### config.mk
export PLATFORM = sky130hd
export DESIGN_NAME = tcp_receive_reassembly_top
export DESIGN_NICKNAME = d
export VERILOG_FILES = /design/src/tcpra_pkg.sv /design/src/tcpra_ctrl.sv /design/src/tcpra_dp.sv /design/src/tcp_receive_reassembly_top.sv
export SDC_FILE = /design/constraint.sdc
export NUM_CORES = 2
export LEC_CHECK = 0
export ABC_AREA = 1
export BUFFER_PORTS_ARGS = -buffer_cell sky130_fd_sc_hd__buf_2
export CORE_ASPECT_RATIO = 1.25
export CORE_UTILIZATION = 38
export DETAILED_ROUTE_END_ITERATION = 12
export MAX_ROUTING_LAYER = met4
export SLEW_MARGIN = 40
export SYNTH_ARGS = -nofsm -noshare
export SYNTH_HDL_FRONTEND = slang
export SYNTH_HIERARCHICAL = 1
export SYNTH_SLANG_ARGS = --single-unit
export TNS_END_PERCENT = 50
### constraint.sdc
create_clock -name clock -period 6.26 [get_ports clock]
set_clock_uncertainty 0.1 [all_clocks]
set_input_delay 0.626 -clock clock [delete_from_list [all_inputs] [get_ports clock]]
set_output_delay 0.626 -clock clock [all_outputs]
set_load 0.02 [all_outputs]
### src/tcpra_pkg.sv
package tcpra_pkg;

   localparam int OooDepth     = 16;
   localparam int InorderDepth = 16;
   localparam int OooIdxW      = $clog2(OooDepth);
   localparam int InoIdxW      = $clog2(InorderDepth);
   localparam int OooCntW      = $clog2(OooDepth + 1);
   localparam int InoCntW      = $clog2(InorderDepth + 1);

   localparam logic [2:0] StInOrder   = 3'd0;
   localparam logic [2:0] StQueued    = 3'd1;
   localparam logic [2:0] StWinClosed = 3'd2;
   localparam logic [2:0] StDuplicate = 3'd3;
   localparam logic [2:0] StOverlap   = 3'd4;
   localparam logic [2:0] StReadDone  = 3'd5;
   localparam logic [2:0] StFull      = 3'd6;

   localparam logic OpSegment = 1'b0;
   localparam logic OpRead    = 1'b1;

   localparam logic RegInitialSeq = 1'b0;
   localparam logic RegWindow     = 1'b1;

   // Commands from the controller to the datapath.
   typedef struct packed {
      logic load;        // capture the request beat
      logic ino_append;  // append the captured segment to the in-order queue
      logic scan_step;   // examine one out-of-order entry
      logic ins_start;   // remember the insert slot and start the walk at the top
      logic ins_shift;   // move one out-of-order entry up by one
      logic ins_write;   // write the segment at the insert position
      logic drain_pop;   // move the head out-of-order entry to the in-order queue
      logic drain_shift; // shift the out-of-order table down by one
      logic read_step;   // consume from the head of the in-order queue
      logic read_shift;  // shift the in-order queue down by one
      logic set_status;
      logic [2:0] status;
   } tcpra_cmd_type;

   // Status from the datapath to the controller.
   typedef struct packed {
      logic op;
      logic win_zero;
      logic seq_match;
      logic ino_full;
      logic ooo_full;
      logic scan_done;   // scan reached the end of the table
      logic scan_dup;
      logic scan_ovl;
      logic scan_before; // segment sorts before the scanned entry
      logic shift_done;
      logic drain_ok;    // head entry is contiguous and queue has room
      logic read_more;   // queue nonempty and budget left
      logic head_empty;  // head entry would be fully consumed
      logic read_shift_done;
   } tcpra_sts_type;

endpackage

### src/tcpra_ctrl.sv
module tcpra_ctrl
   import tcpra_pkg::*;
(
   input  logic          clock,
   input  logic          reset,
   input  logic          req_valid,
   output logic          req_ready,
   output logic          rsp_valid,
   input  logic          rsp_ready,
   input  tcpra_sts_type sts,
   output tcpra_cmd_type cmd
);

   typedef enum logic [3:0] {
      IDLE, DECIDE, SCAN, INS_SHIFT, INS_WRITE, DRAIN, DRAIN_SHIFT,
      READ, READ_SHIFT, DONE
   } state_type;

   state_type state_ff, state_in;
   logic      rsp_valid_ff, rsp_valid_in;

   assign req_ready = (state_ff == IDLE) && !rsp_valid_ff;
   assign rsp_valid = rsp_valid_ff;

   always_comb begin
      state_in     = state_ff;
      rsp_valid_in = rsp_valid_ff && !rsp_ready;
      cmd          = '0;
      unique case (state_ff)
         IDLE: begin
            if (req_valid && req_ready) begin
               cmd.load = 1'b1;
               state_in = DECIDE;
            end
         end
         DECIDE: begin
            if (sts.op == OpRead) begin
               state_in = READ;
            end else if (sts.win_zero) begin
               cmd.set_status = 1'b1;
               cmd.status     = StWinClosed;
               state_in       = DONE;
            end else if (sts.seq_match) begin
               cmd.set_status = 1'b1;
               if (sts.ino_full) begin
                  cmd.status = StFull;
                  state_in   = DONE;
               end else begin
                  cmd.status     = StInOrder;
                  cmd.ino_append = 1'b1;
                  state_in       = DRAIN;
               end
            end else begin
               state_in = SCAN;
            end
         end
         SCAN: begin
            if (sts.scan_done || sts.scan_before) begin
               if (sts.scan_before && sts.scan_ovl) begin
                  cmd.set_status = 1'b1;
                  cmd.status     = StOverlap;
                  state_in       = DONE;
               end else if (sts.ooo_full) begin
                  cmd.set_status = 1'b1;
                  cmd.status     = StFull;
                  state_in       = DONE;
               end else begin
                  cmd.ins_start = 1'b1;
                  state_in      = INS_SHIFT;
               end
            end else if (sts.scan_dup) begin
               cmd.set_status = 1'b1;
               cmd.status     = StDuplicate;
               state_in       = DONE;
            end else begin
               cmd.scan_step = 1'b1;
            end
         end
         INS_SHIFT: begin
            if (sts.shift_done) begin
               state_in = INS_WRITE;
            end else begin
               cmd.ins_shift = 1'b1;
            end
         end
         INS_WRITE: begin
            cmd.ins_write  = 1'b1;
            cmd.set_status = 1'b1;
            cmd.status     = StQueued;
            state_in       = DONE;
         end
         DRAIN: begin
            if (sts.drain_ok) begin
               cmd.drain_pop = 1'b1;
               state_in      = DRAIN_SHIFT;
            end else begin
               state_in = DONE;
            end
         end
         DRAIN_SHIFT: begin
            if (sts.shift_done) begin
               state_in = DRAIN;
            end else begin
               cmd.drain_shift = 1'b1;
            end
         end
         READ: begin
            if (sts.read_more) begin
               cmd.read_step = 1'b1;
               if (sts.head_empty) begin
                  state_in = READ_SHIFT;
               end
            end else begin
               cmd.set_status = 1'b1;
               cmd.status     = StReadDone;
               state_in       = DONE;
            end
         end
         READ_SHIFT: begin
            if (sts.read_shift_done) begin
               state_in = READ;
            end else begin
               cmd.read_shift = 1'b1;
            end
         end
         DONE: begin
            rsp_valid_in = 1'b1;
            state_in     = IDLE;
         end
         default: state_in = IDLE;
      endcase
   end

   always_ff @(posedge clock) begin
      if (reset) begin
         state_ff     <= IDLE;
         rsp_valid_ff <= 1'b0;
      end else begin
         state_ff     <= state_in;
         rsp_valid_ff <= rsp_valid_in;
      end
   end

   a_one_job: assert property (@(posedge clock) disable iff (reset)
      (state_ff != IDLE) |-> !req_ready)
      else $error("request taken while busy");
   a_done_resp: assert property (@(posedge clock) disable iff (reset)
      (state_ff == DONE) |=> rsp_valid)
      else $error("finished job produced no response");
   a_load_idle: assert property (@(posedge clock) disable iff (reset)
      cmd.load |=> (state_ff == DECIDE))
      else $error("load did not start decode");

endmodule

### src/tcpra_dp.sv
module tcpra_dp
   import tcpra_pkg::*;
(
   input  logic          clock,
   input  logic          reset,
   input  logic          req_op,
   input  logic [31:0]   req_seg_seq,
   input  logic [15:0]   req_seg_len,
   input  logic          req_seg_push,
   input  logic [15:0]   req_read_budget,
   input  logic          cfg_wr,
   input  logic          cfg_idx,
   input  logic [31:0]   cfg_wdata,
   output logic [31:0]   cfg_seq,
   output logic [15:0]   cfg_win,
   input  tcpra_cmd_type cmd,
   output tcpra_sts_type sts,
   output logic [2:0]    rsp_status,
   output logic [31:0]   rsp_next_expected,
   output logic [15:0]   rsp_bytes_read,
   output logic          rsp_push_seen,
   output logic          rsp_data_ready,
   output logic [4:0]    rsp_ooo_count
);

   logic [31:0] init_seq_ff;
   logic [15:0] window_ff;
   logic [31:0] exp_ff;
   logic [OooCntW-1:0] ooo_used_ff;
   logic [InoCntW-1:0] ino_used_ff;
   logic push_flag_ff;
   logic [2:0] status_ff;
   logic [15:0] taken_ff;

   logic op_ff, push_ff;
   logic [31:0] seq_ff;
   logic [15:0] len_ff, budget_ff;

   logic [31:0] ooo_start_ff [OooDepth];
   logic [15:0] ooo_len_ff   [OooDepth];
   logic        ooo_push_ff  [OooDepth];
   logic [15:0] ino_len_ff   [InorderDepth];
   logic        ino_push_ff  [InorderDepth];

   // Walk pointer shared by scan, insert shift and drain shift.
   logic [OooCntW-1:0] ptr_ff;
   logic [OooCntW-1:0] pos_ff;
   logic [InoCntW-1:0] rptr_ff;

   logic [OooIdxW-1:0] ptr_idx, pm1_idx;
   logic [31:0] ent_start;
   logic [32:0] seg_end;
   logic [15:0] head_len, remain, d;

   assign ptr_idx   = ptr_ff[OooIdxW-1:0];
   assign pm1_idx   = OooIdxW'(ptr_ff - OooCntW'(1));
   assign ent_start = ooo_start_ff[ptr_idx];
   assign seg_end   = {1'b0, seq_ff} + {17'd0, len_ff};
   assign head_len  = ino_len_ff[0];
   assign remain    = budget_ff - taken_ff;
   assign d         = (head_len < remain) ? head_len : remain;

   always_comb begin
      sts                 = '0;
      sts.op              = op_ff;
      sts.win_zero        = (window_ff == 16'd0);
      sts.seq_match       = (seq_ff == exp_ff);
      sts.ino_full        = (ino_used_ff == InoCntW'(InorderDepth));
      sts.ooo_full        = (ooo_used_ff == OooCntW'(OooDepth));
      sts.scan_done       = (ptr_ff >= ooo_used_ff);
      sts.scan_dup        = (seq_ff == ent_start);
      sts.scan_before     = !sts.scan_done && (seq_ff < ent_start);
      sts.scan_ovl        = seg_end > {1'b0, ent_start};
      sts.shift_done      = (ptr_ff == pos_ff);
      sts.drain_ok        = (ooo_used_ff != '0) && (ooo_start_ff[0] == exp_ff) &&
                            !sts.ino_full;
      sts.read_more       = (ino_used_ff != '0) && (taken_ff < budget_ff);
      sts.head_empty      = (head_len == d);
      // The count already excludes the popped head, so it is the number of moves.
      sts.read_shift_done = (rptr_ff >= ino_used_ff);
   end

   always_ff @(posedge clock) begin
      if (reset) begin
         init_seq_ff  <= '0;
         window_ff    <= 16'hFFFF;
         exp_ff       <= '0;
         ooo_used_ff  <= '0;
         ino_used_ff  <= '0;
         push_flag_ff <= 1'b0;
      end else begin
         if (cfg_wr) begin
            if (cfg_idx == RegInitialSeq) begin
               init_seq_ff <= cfg_wdata;
               exp_ff      <= cfg_wdata;
            end else begin
               window_ff <= cfg_wdata[15:0];
            end
         end
         if (cmd.ino_append) begin
            exp_ff      <= exp_ff + {16'd0, len_ff};
            ino_used_ff <= ino_used_ff + InoCntW'(1);
         end
         if (cmd.ins_write) begin
            ooo_used_ff <= ooo_used_ff + OooCntW'(1);
         end
         if (cmd.drain_pop) begin
            exp_ff      <= exp_ff + {16'd0, ooo_len_ff[0]};
            ino_used_ff <= ino_used_ff + InoCntW'(1);
            ooo_used_ff <= ooo_used_ff - OooCntW'(1);
         end
         if (cmd.read_step && (head_len == d)) begin
            ino_used_ff <= ino_used_ff - InoCntW'(1);
            if (ino_push_ff[0]) begin
               push_flag_ff <= 1'b1;
            end
         end
      end
   end

   always_ff @(posedge clock) begin
      if (cmd.load) begin
         op_ff     <= req_op;
         seq_ff    <= req_seg_seq;
         len_ff    <= req_seg_len;
         push_ff   <= req_seg_push;
         budget_ff <= req_read_budget;
         taken_ff  <= '0;
         ptr_ff    <= '0;
         rptr_ff   <= '0;
      end
      if (cmd.set_status) begin
         status_ff <= cmd.status;
      end
      if (cmd.ino_append) begin
         ino_len_ff[ino_used_ff[InoIdxW-1:0]]  <= len_ff;
         ino_push_ff[ino_used_ff[InoIdxW-1:0]] <= push_ff;
      end
      if (cmd.scan_step) begin
         ptr_ff <= ptr_ff + OooCntW'(1);
      end
      // Scan found its slot: remember it and walk down from the free slot above the top entry.
      if (cmd.ins_start) begin
         pos_ff <= ptr_ff;
         ptr_ff <= ooo_used_ff;
      end
      if (cmd.ins_shift) begin
         ooo_start_ff[ptr_idx] <= ooo_start_ff[pm1_idx];
         ooo_len_ff[ptr_idx]   <= ooo_len_ff[pm1_idx];
         ooo_push_ff[ptr_idx]  <= ooo_push_ff[pm1_idx];
         ptr_ff <= ptr_ff - OooCntW'(1);
      end
      if (cmd.ins_write) begin
         ooo_start_ff[ptr_idx] <= seq_ff;
         ooo_len_ff[ptr_idx]   <= len_ff;
         ooo_push_ff[ptr_idx]  <= push_ff;
      end
      if (cmd.drain_pop) begin
         ino_len_ff[ino_used_ff[InoIdxW-1:0]]  <= ooo_len_ff[0];
         ino_push_ff[ino_used_ff[InoIdxW-1:0]] <= ooo_push_ff[0];
         ptr_ff <= '0;
         pos_ff <= ooo_used_ff - OooCntW'(1);
      end
      if (cmd.drain_shift) begin
         ooo_start_ff[ptr_idx] <= ooo_start_ff[OooIdxW'(ptr_ff + OooCntW'(1))];
         ooo_len_ff[ptr_idx]   <= ooo_len_ff[OooIdxW'(ptr_ff + OooCntW'(1))];
         ooo_push_ff[ptr_idx]  <= ooo_push_ff[OooIdxW'(ptr_ff + OooCntW'(1))];
         ptr_ff <= ptr_ff + OooCntW'(1);
      end
      if (cmd.read_step) begin
         taken_ff      <= taken_ff + d;
         ino_len_ff[0] <= head_len - d;
         rptr_ff       <= '0;
      end
      if (cmd.read_shift) begin
         ino_len_ff[rptr_ff[InoIdxW-1:0]]  <= ino_len_ff[InoIdxW'(rptr_ff + InoCntW'(1))];
         ino_push_ff[rptr_ff[InoIdxW-1:0]] <= ino_push_ff[InoIdxW'(rptr_ff + InoCntW'(1))];
         rptr_ff <= rptr_ff + InoCntW'(1);
      end
   end

   assign cfg_seq           = init_seq_ff;
   assign cfg_win           = window_ff;
   assign rsp_status        = status_ff;
   assign rsp_next_expected = exp_ff;
   assign rsp_bytes_read    = taken_ff;
   assign rsp_push_seen     = push_flag_ff;
   assign rsp_data_ready    = (ino_used_ff != '0);
   assign rsp_ooo_count     = 5'(ooo_used_ff);

endmodule

### src/tcp_receive_reassembly_top.sv
// TCP receive reassembly on segment descriptors.
// Request channel (req_*): op 0 is a segment arrival (seq, len, push), op 1 is
// a read request with a byte budget. Each request beat yields one response
// beat (rsp_*) with a status code, the next expected sequence number, bytes
// read, the sticky push flag, whether in-order data is pending, and the
// number of out-of-order entries held.
// One request is processed at a time, and the table walks move one entry per
// cycle. A closed window or a full in-order queue is answered straight after
// decode. An in-order segment is appended, then each contiguous out-of-order
// entry is drained into the in-order queue and the table shifted down. Any
// other segment is scanned against the table and dropped (duplicate, overlap
// or full table), or inserted after the entries above its slot move up. A read
// consumes from the head of the in-order queue until the budget is spent or
// the queue is empty, shifting the queue down after each entry fully consumed.
// The response is held in an output register until rsp_ready; the next request
// beat is taken at the earliest in the cycle after the response beat leaves.
// Reset clears both tables' counts, the push flag and the expected number,
// and sets the receive window to 65535. Configuration is written through the
// csr_ port; the user must write it only while the block is idle, which the
// block itself does not enforce. Writing initial_sequence also reloads the
// expected sequence number.
module tcp_receive_reassembly_top
   import tcpra_pkg::*;
(
   input  logic        clock,
   input  logic        reset,
   input  logic        req_valid,
   output logic        req_ready,
   input  logic        req_op,
   input  logic [31:0] req_seg_seq,
   input  logic [15:0] req_seg_len,
   input  logic        req_seg_push,
   input  logic [15:0] req_read_budget,
   output logic        rsp_valid,
   input  logic        rsp_ready,
   output logic [2:0]  rsp_status,
   output logic [31:0] rsp_next_expected,
   output logic [15:0] rsp_bytes_read,
   output logic        rsp_push_seen,
   output logic        rsp_data_ready,
   output logic [4:0]  rsp_ooo_count,
   input  logic        csr_psel,
   input  logic        csr_penable,
   input  logic        csr_pwrite,
   input  logic [2:0]  csr_paddr,
   input  logic [31:0] csr_pwdata,
   output logic [31:0] csr_prdata,
   output logic        csr_pready
);

   tcpra_cmd_type cmd;
   tcpra_sts_type sts;
   logic [31:0]   cfg_seq;
   logic [15:0]   cfg_win;
   logic          cfg_wr;

   assign csr_pready = 1'b1;
   assign cfg_wr     = csr_psel && csr_penable && csr_pwrite;
   assign csr_prdata = (csr_paddr[2] == RegInitialSeq) ? cfg_seq : {16'd0, cfg_win};

   tcpra_ctrl u_ctrl (
      .clock     (clock),
      .reset     (reset),
      .req_valid (req_valid),
      .req_ready (req_ready),
      .rsp_valid (rsp_valid),
      .rsp_ready (rsp_ready),
      .sts       (sts),
      .cmd       (cmd)
   );

   tcpra_dp u_dp (
      .clock             (clock),
      .reset             (reset),
      .req_op            (req_op),
      .req_seg_seq       (req_seg_seq),
      .req_seg_len       (req_seg_len),
      .req_seg_push      (req_seg_push),
      .req_read_budget   (req_read_budget),
      .cfg_wr            (cfg_wr),
      .cfg_idx           (csr_paddr[2]),
      .cfg_wdata         (csr_pwdata),
      .cfg_seq           (cfg_seq),
      .cfg_win           (cfg_win),
      .cmd               (cmd),
      .sts               (sts),
      .rsp_status        (rsp_status),
      .rsp_next_expected (rsp_next_expected),
      .rsp_bytes_read    (rsp_bytes_read),
      .rsp_push_seen     (rsp_push_seen),
      .rsp_data_ready    (rsp_data_ready),
      .rsp_ooo_count     (rsp_ooo_count)
   );

endmodule
==> results.json <==
{
  "path_max_fanout": 9,
  "layout_common_cells": "nand2_1, o21ai_0, edfxtp_1, inv_1, nor2_1",
  "routedWlPerCell_um": 23.9,
  "insertion_delay_ns": 0.79,
  "ys_ff_latch": 1256,
  "areaGrowthSynthToFinish_pct": 13.1,
  "via_count": 62800,
  "drt_iter0_markers": 7085,
  "hold_viol": 0,
  "rsz0062_at_grt": "no",
  "worstPathRequired_ns": 6.85,
  "fmax_mhz": 173,
  "synth_top_family_by_area": "compound AO/OA/AOI/OAI gates",
  "syn_inst": 8203,
  "initial_core_util_pct": 38.2,
  "seq_area_frac_synth_pct": 51.1,
  "synth_edf_count": 1156,
  "num_rows": 178,
  "critPathSlowestCell": "edfxtp_1",
  "first_global_vias": 57900,
  "tns_ns": 0,
  "drcViolationCount": 0,
  "synthAdderAreaFrac_pct": 3.64,
  "cpPeakStageDelay_ns": 0.77,
  "pre_cts_slack_ns": 0.234,
  "wl_um": 261000,
  "drv_cap": 0,
  "grt-ovfl-total": 0,
  "syn_nets": 8516,
  "power_density_nw_per_um2": 573,
  "die_y_um": 488,
  "die_area_um2": 191000,
  "cts.clk_slew.worst_paths_ns": 0.06,
  "ir_drop_v": 0.00100,
  "path_class": "reg2reg",
  "dr.pass1.iters": 7,
  "hold_class": "in2reg",
  "worstMarginPinSlew_ns": 0.966,
  "final_common_cell": "nand2_1",
  "numClockSinks": 1256,
  "grt_pass1_wl_um": 376000,
  "place_hpwl_um": 165000,
  "port_buffers": 197,
  "finalCritPeriodShare_pct": 92.3,
  "utilization_pct": 43.2,
  "routabilityCongestion": 1.00,
  "fillCellCount": 18100,
  "synth_flop_cell": "edfxtp_1",
  "vias_per_cell": 5.75,
  "yosys.area_share.simple_pct": 16.5,
  "cts_buffer_depth": 3,
  "cts_tree": "built",
  "synthesis.area_um2": 71800,
  "fin_ws_ns": 0.485,
  "synth-xor-area-share_pct": 1.66,
  "antenna_found_initial": 15,
  "cts_root_buf": "clkbuf_16",
  "status": "completed",
  "postRouteAntennaNets": 0,
  "numCtsBuffers": 133,
  "dieWidth_um": 391,
  "synth-compound-area-share_pct": 18.6,
  "fin_nets": 8591,
  "worstSetupStartpointType": "flip-flop",
  "maxSlewHeadroom_pct": 35.6,
  "end_kind": "flip-flop",
  "drive_above_1_share_pct": 9.19,
  "pin_count": 201,
  "synthMuxAreaShare_pct": 1.59,
  "avgSynthCellArea_um2": 8.76,
  "p_leak_nw": 30.8,
  "grt_usage_pct": 27.3,
  "ys.warnings.count": 6,
  "report.final.slew_viol_count": 0,
  "synth-async-reset-ratio_pct": 0,
  "crit_path_frequent_cell": "nor2_1",
  "cp.arrival_ns": 6.36,
  "grt_max_degree": 218,
  "synth.distinct_cells": 66,
  "core_um2": 188000,
  "min_period_ns": 5.78,
  "setup_viol": 0,
  "htreeDepth": 4
}
## metrics by stage
step                hold slack [ns]  cells  total power, mW  instance area [µm²]
floorplan                     0.364   8203             30.4                71800
global placement              0.384  10600             37.4                75500
detailed placement            0.387  10600             38.0                75900
CTS                         0.00225  10900             46.1                81000
global route                 0.0194  10900             49.3                81200
finish                       0.0368  10900             46.5                81200
## layer usage
layer	share of wire, %	vias up	track usage, %
met3	8.8	695	4.51
met5	0	-	-
met2	47	3086	43.4
met1	39	30100	33.4
li1	-	28900	-
met4	5.4	0	14.1
## state kept, by name (all words and copies together), names as in the netlist, named ones only
register	cells
u_dp/rsp_ooo_count	5
u_dp/seq_ff	32
u_dp/rsp_push_seen	1
u_dp/cfg_seq	32
u_dp/ino_used_ff	5
u_dp/rsp_status	3
u_dp/pos_ff	5
u_dp/ooo_push_ff	16
u_dp/op_ff	1
u_dp/push_ff	1
u_ctrl/rsp_valid	1
u_dp/ino_len_ff	256
u_dp/rsp_bytes_read	16
u_dp/ptr_ff	5
u_dp/ooo_start_ff	512
u_dp/rsp_next_expected	32
u_ctrl/state_ff	4
u_dp/ino_push_ff	16
u_dp/cfg_win	16
u_dp/rptr_ff	5
u_dp/len_ff	16
u_dp/budget_ff	16
u_dp/ooo_len_ff	256
## critical path, delay by kind of cell, from the launching register on
family                     cells  cell delay, ns
AOI/OAI and AO/OA              4            0.74
xor gates and xnor gates       1            0.17
adders and majority gates      2            0.90
buffers and inverters          4            0.30
DFF                            1            0.77
and+or+nand+nor               15            2.69
## worst paths after layout
kind	depth (start not counted)	to	startpoint	slack [ns]
setup / recovery	26	flip-flop	u_dp/len_ff[9]	0.48
hold / removal	3	u_dp/cfg_seq[8]	csr_pwdata[8]	0.04
setup reg to reg	26	flip-flop	u_dp/len_ff[9]	0.48
hold reg to reg	2	u_dp/cfg_win[1]	u_dp/cfg_win[1]	0.41
## synth_stat cells (17+ instances only)
| library cell | instances | area share (%) |
|---|---|---|
| o21ai_1 | 190 | 1.3 |
| buf_1 | 27 | 0.14 |
| xor2_1 | 83 | 1.0 |
| buf_2 | 105 | 0.73 |
| nand2_2 | 23 | 0.20 |
| o21ai_0 | 1199 | 8.4 |
| buf_6 | 27 | 0.42 |
| or2_2 | 17 | 0.15 |
| dfxtp_1 | 100 | 2.8 |
| inv_1 | 631 | 3.3 |
| edfxtp_1 | 1156 | 48 |
| a21oi_1 | 456 | 3.2 |
| ha_1 | 198 | 3.4 |
| nor3_1 | 28 | 0.20 |
| buf_4 | 21 | 0.22 |
| mux2i_1 | 114 | 1.6 |
| nand4_1 | 34 | 0.30 |
| xnor2_1 | 47 | 0.57 |
| nand2_1 | 1799 | 9.4 |
| nand3_1 | 339 | 2.4 |
| nor4_1 | 18 | 0.16 |
| o221ai_1 | 93 | 1.1 |
| o211ai_1 | 183 | 1.9 |
| o22ai_1 | 160 | 1.4 |
| nor2_1 | 611 | 3.2 |
| clkbuf_1 | 363 | 1.9 |
| o221ai_2 | 18 | 0.38 |
## kinds of logic (layout without fill, tap and decap cells)
| group | Yosys count | in the layout |
|---|---|---|
| AO/OA/AOI/OAI | 2390 | 2390 |
| flip-flops | 1256 | 1256 |
| buffers and inverters | 1191 | 1370 |
| AND/OR/NAND/NOR | 2914 | 2914 |
| adder cells (fa/ha/maj) | 205 | 205 |
| other | 1 | 21 |
| multiplexers | 114 | 114 |
| XOR/XNOR | 132 | 132 |
## power breakdown
group	leakage, nW	internal, mW	total, mW	switching [mW]
registers	11.3	13.4	14.1	0.704
clock network	2.08	4.54	7.98	3.45
logic	17.4	6.84	24.5	17.6
## layout make-up
class	instances	area, µm²	area share, %
clock inverter	62	668	0.823
tap	2520	3150	3.88
clock buffer	177	3620	4.46
sequential	1256	36700	45.2
antenna	20	50.0	0.0616
inverter	648	2480	3.05
timing repair buffer	483	3880	4.78
multi-input combinational	5756	30600	37.7
## repair_timing
item / in CTS / in global routing
setup endpoints to repair: 0 / 5
endpoints found under the hold margin: 92 / 0
setup buffers: 0 / 1
gates resized for setup: 0 / 11
hold buffers: 88 / 0
Note: power is estimated with default switching activity, not from simulation.
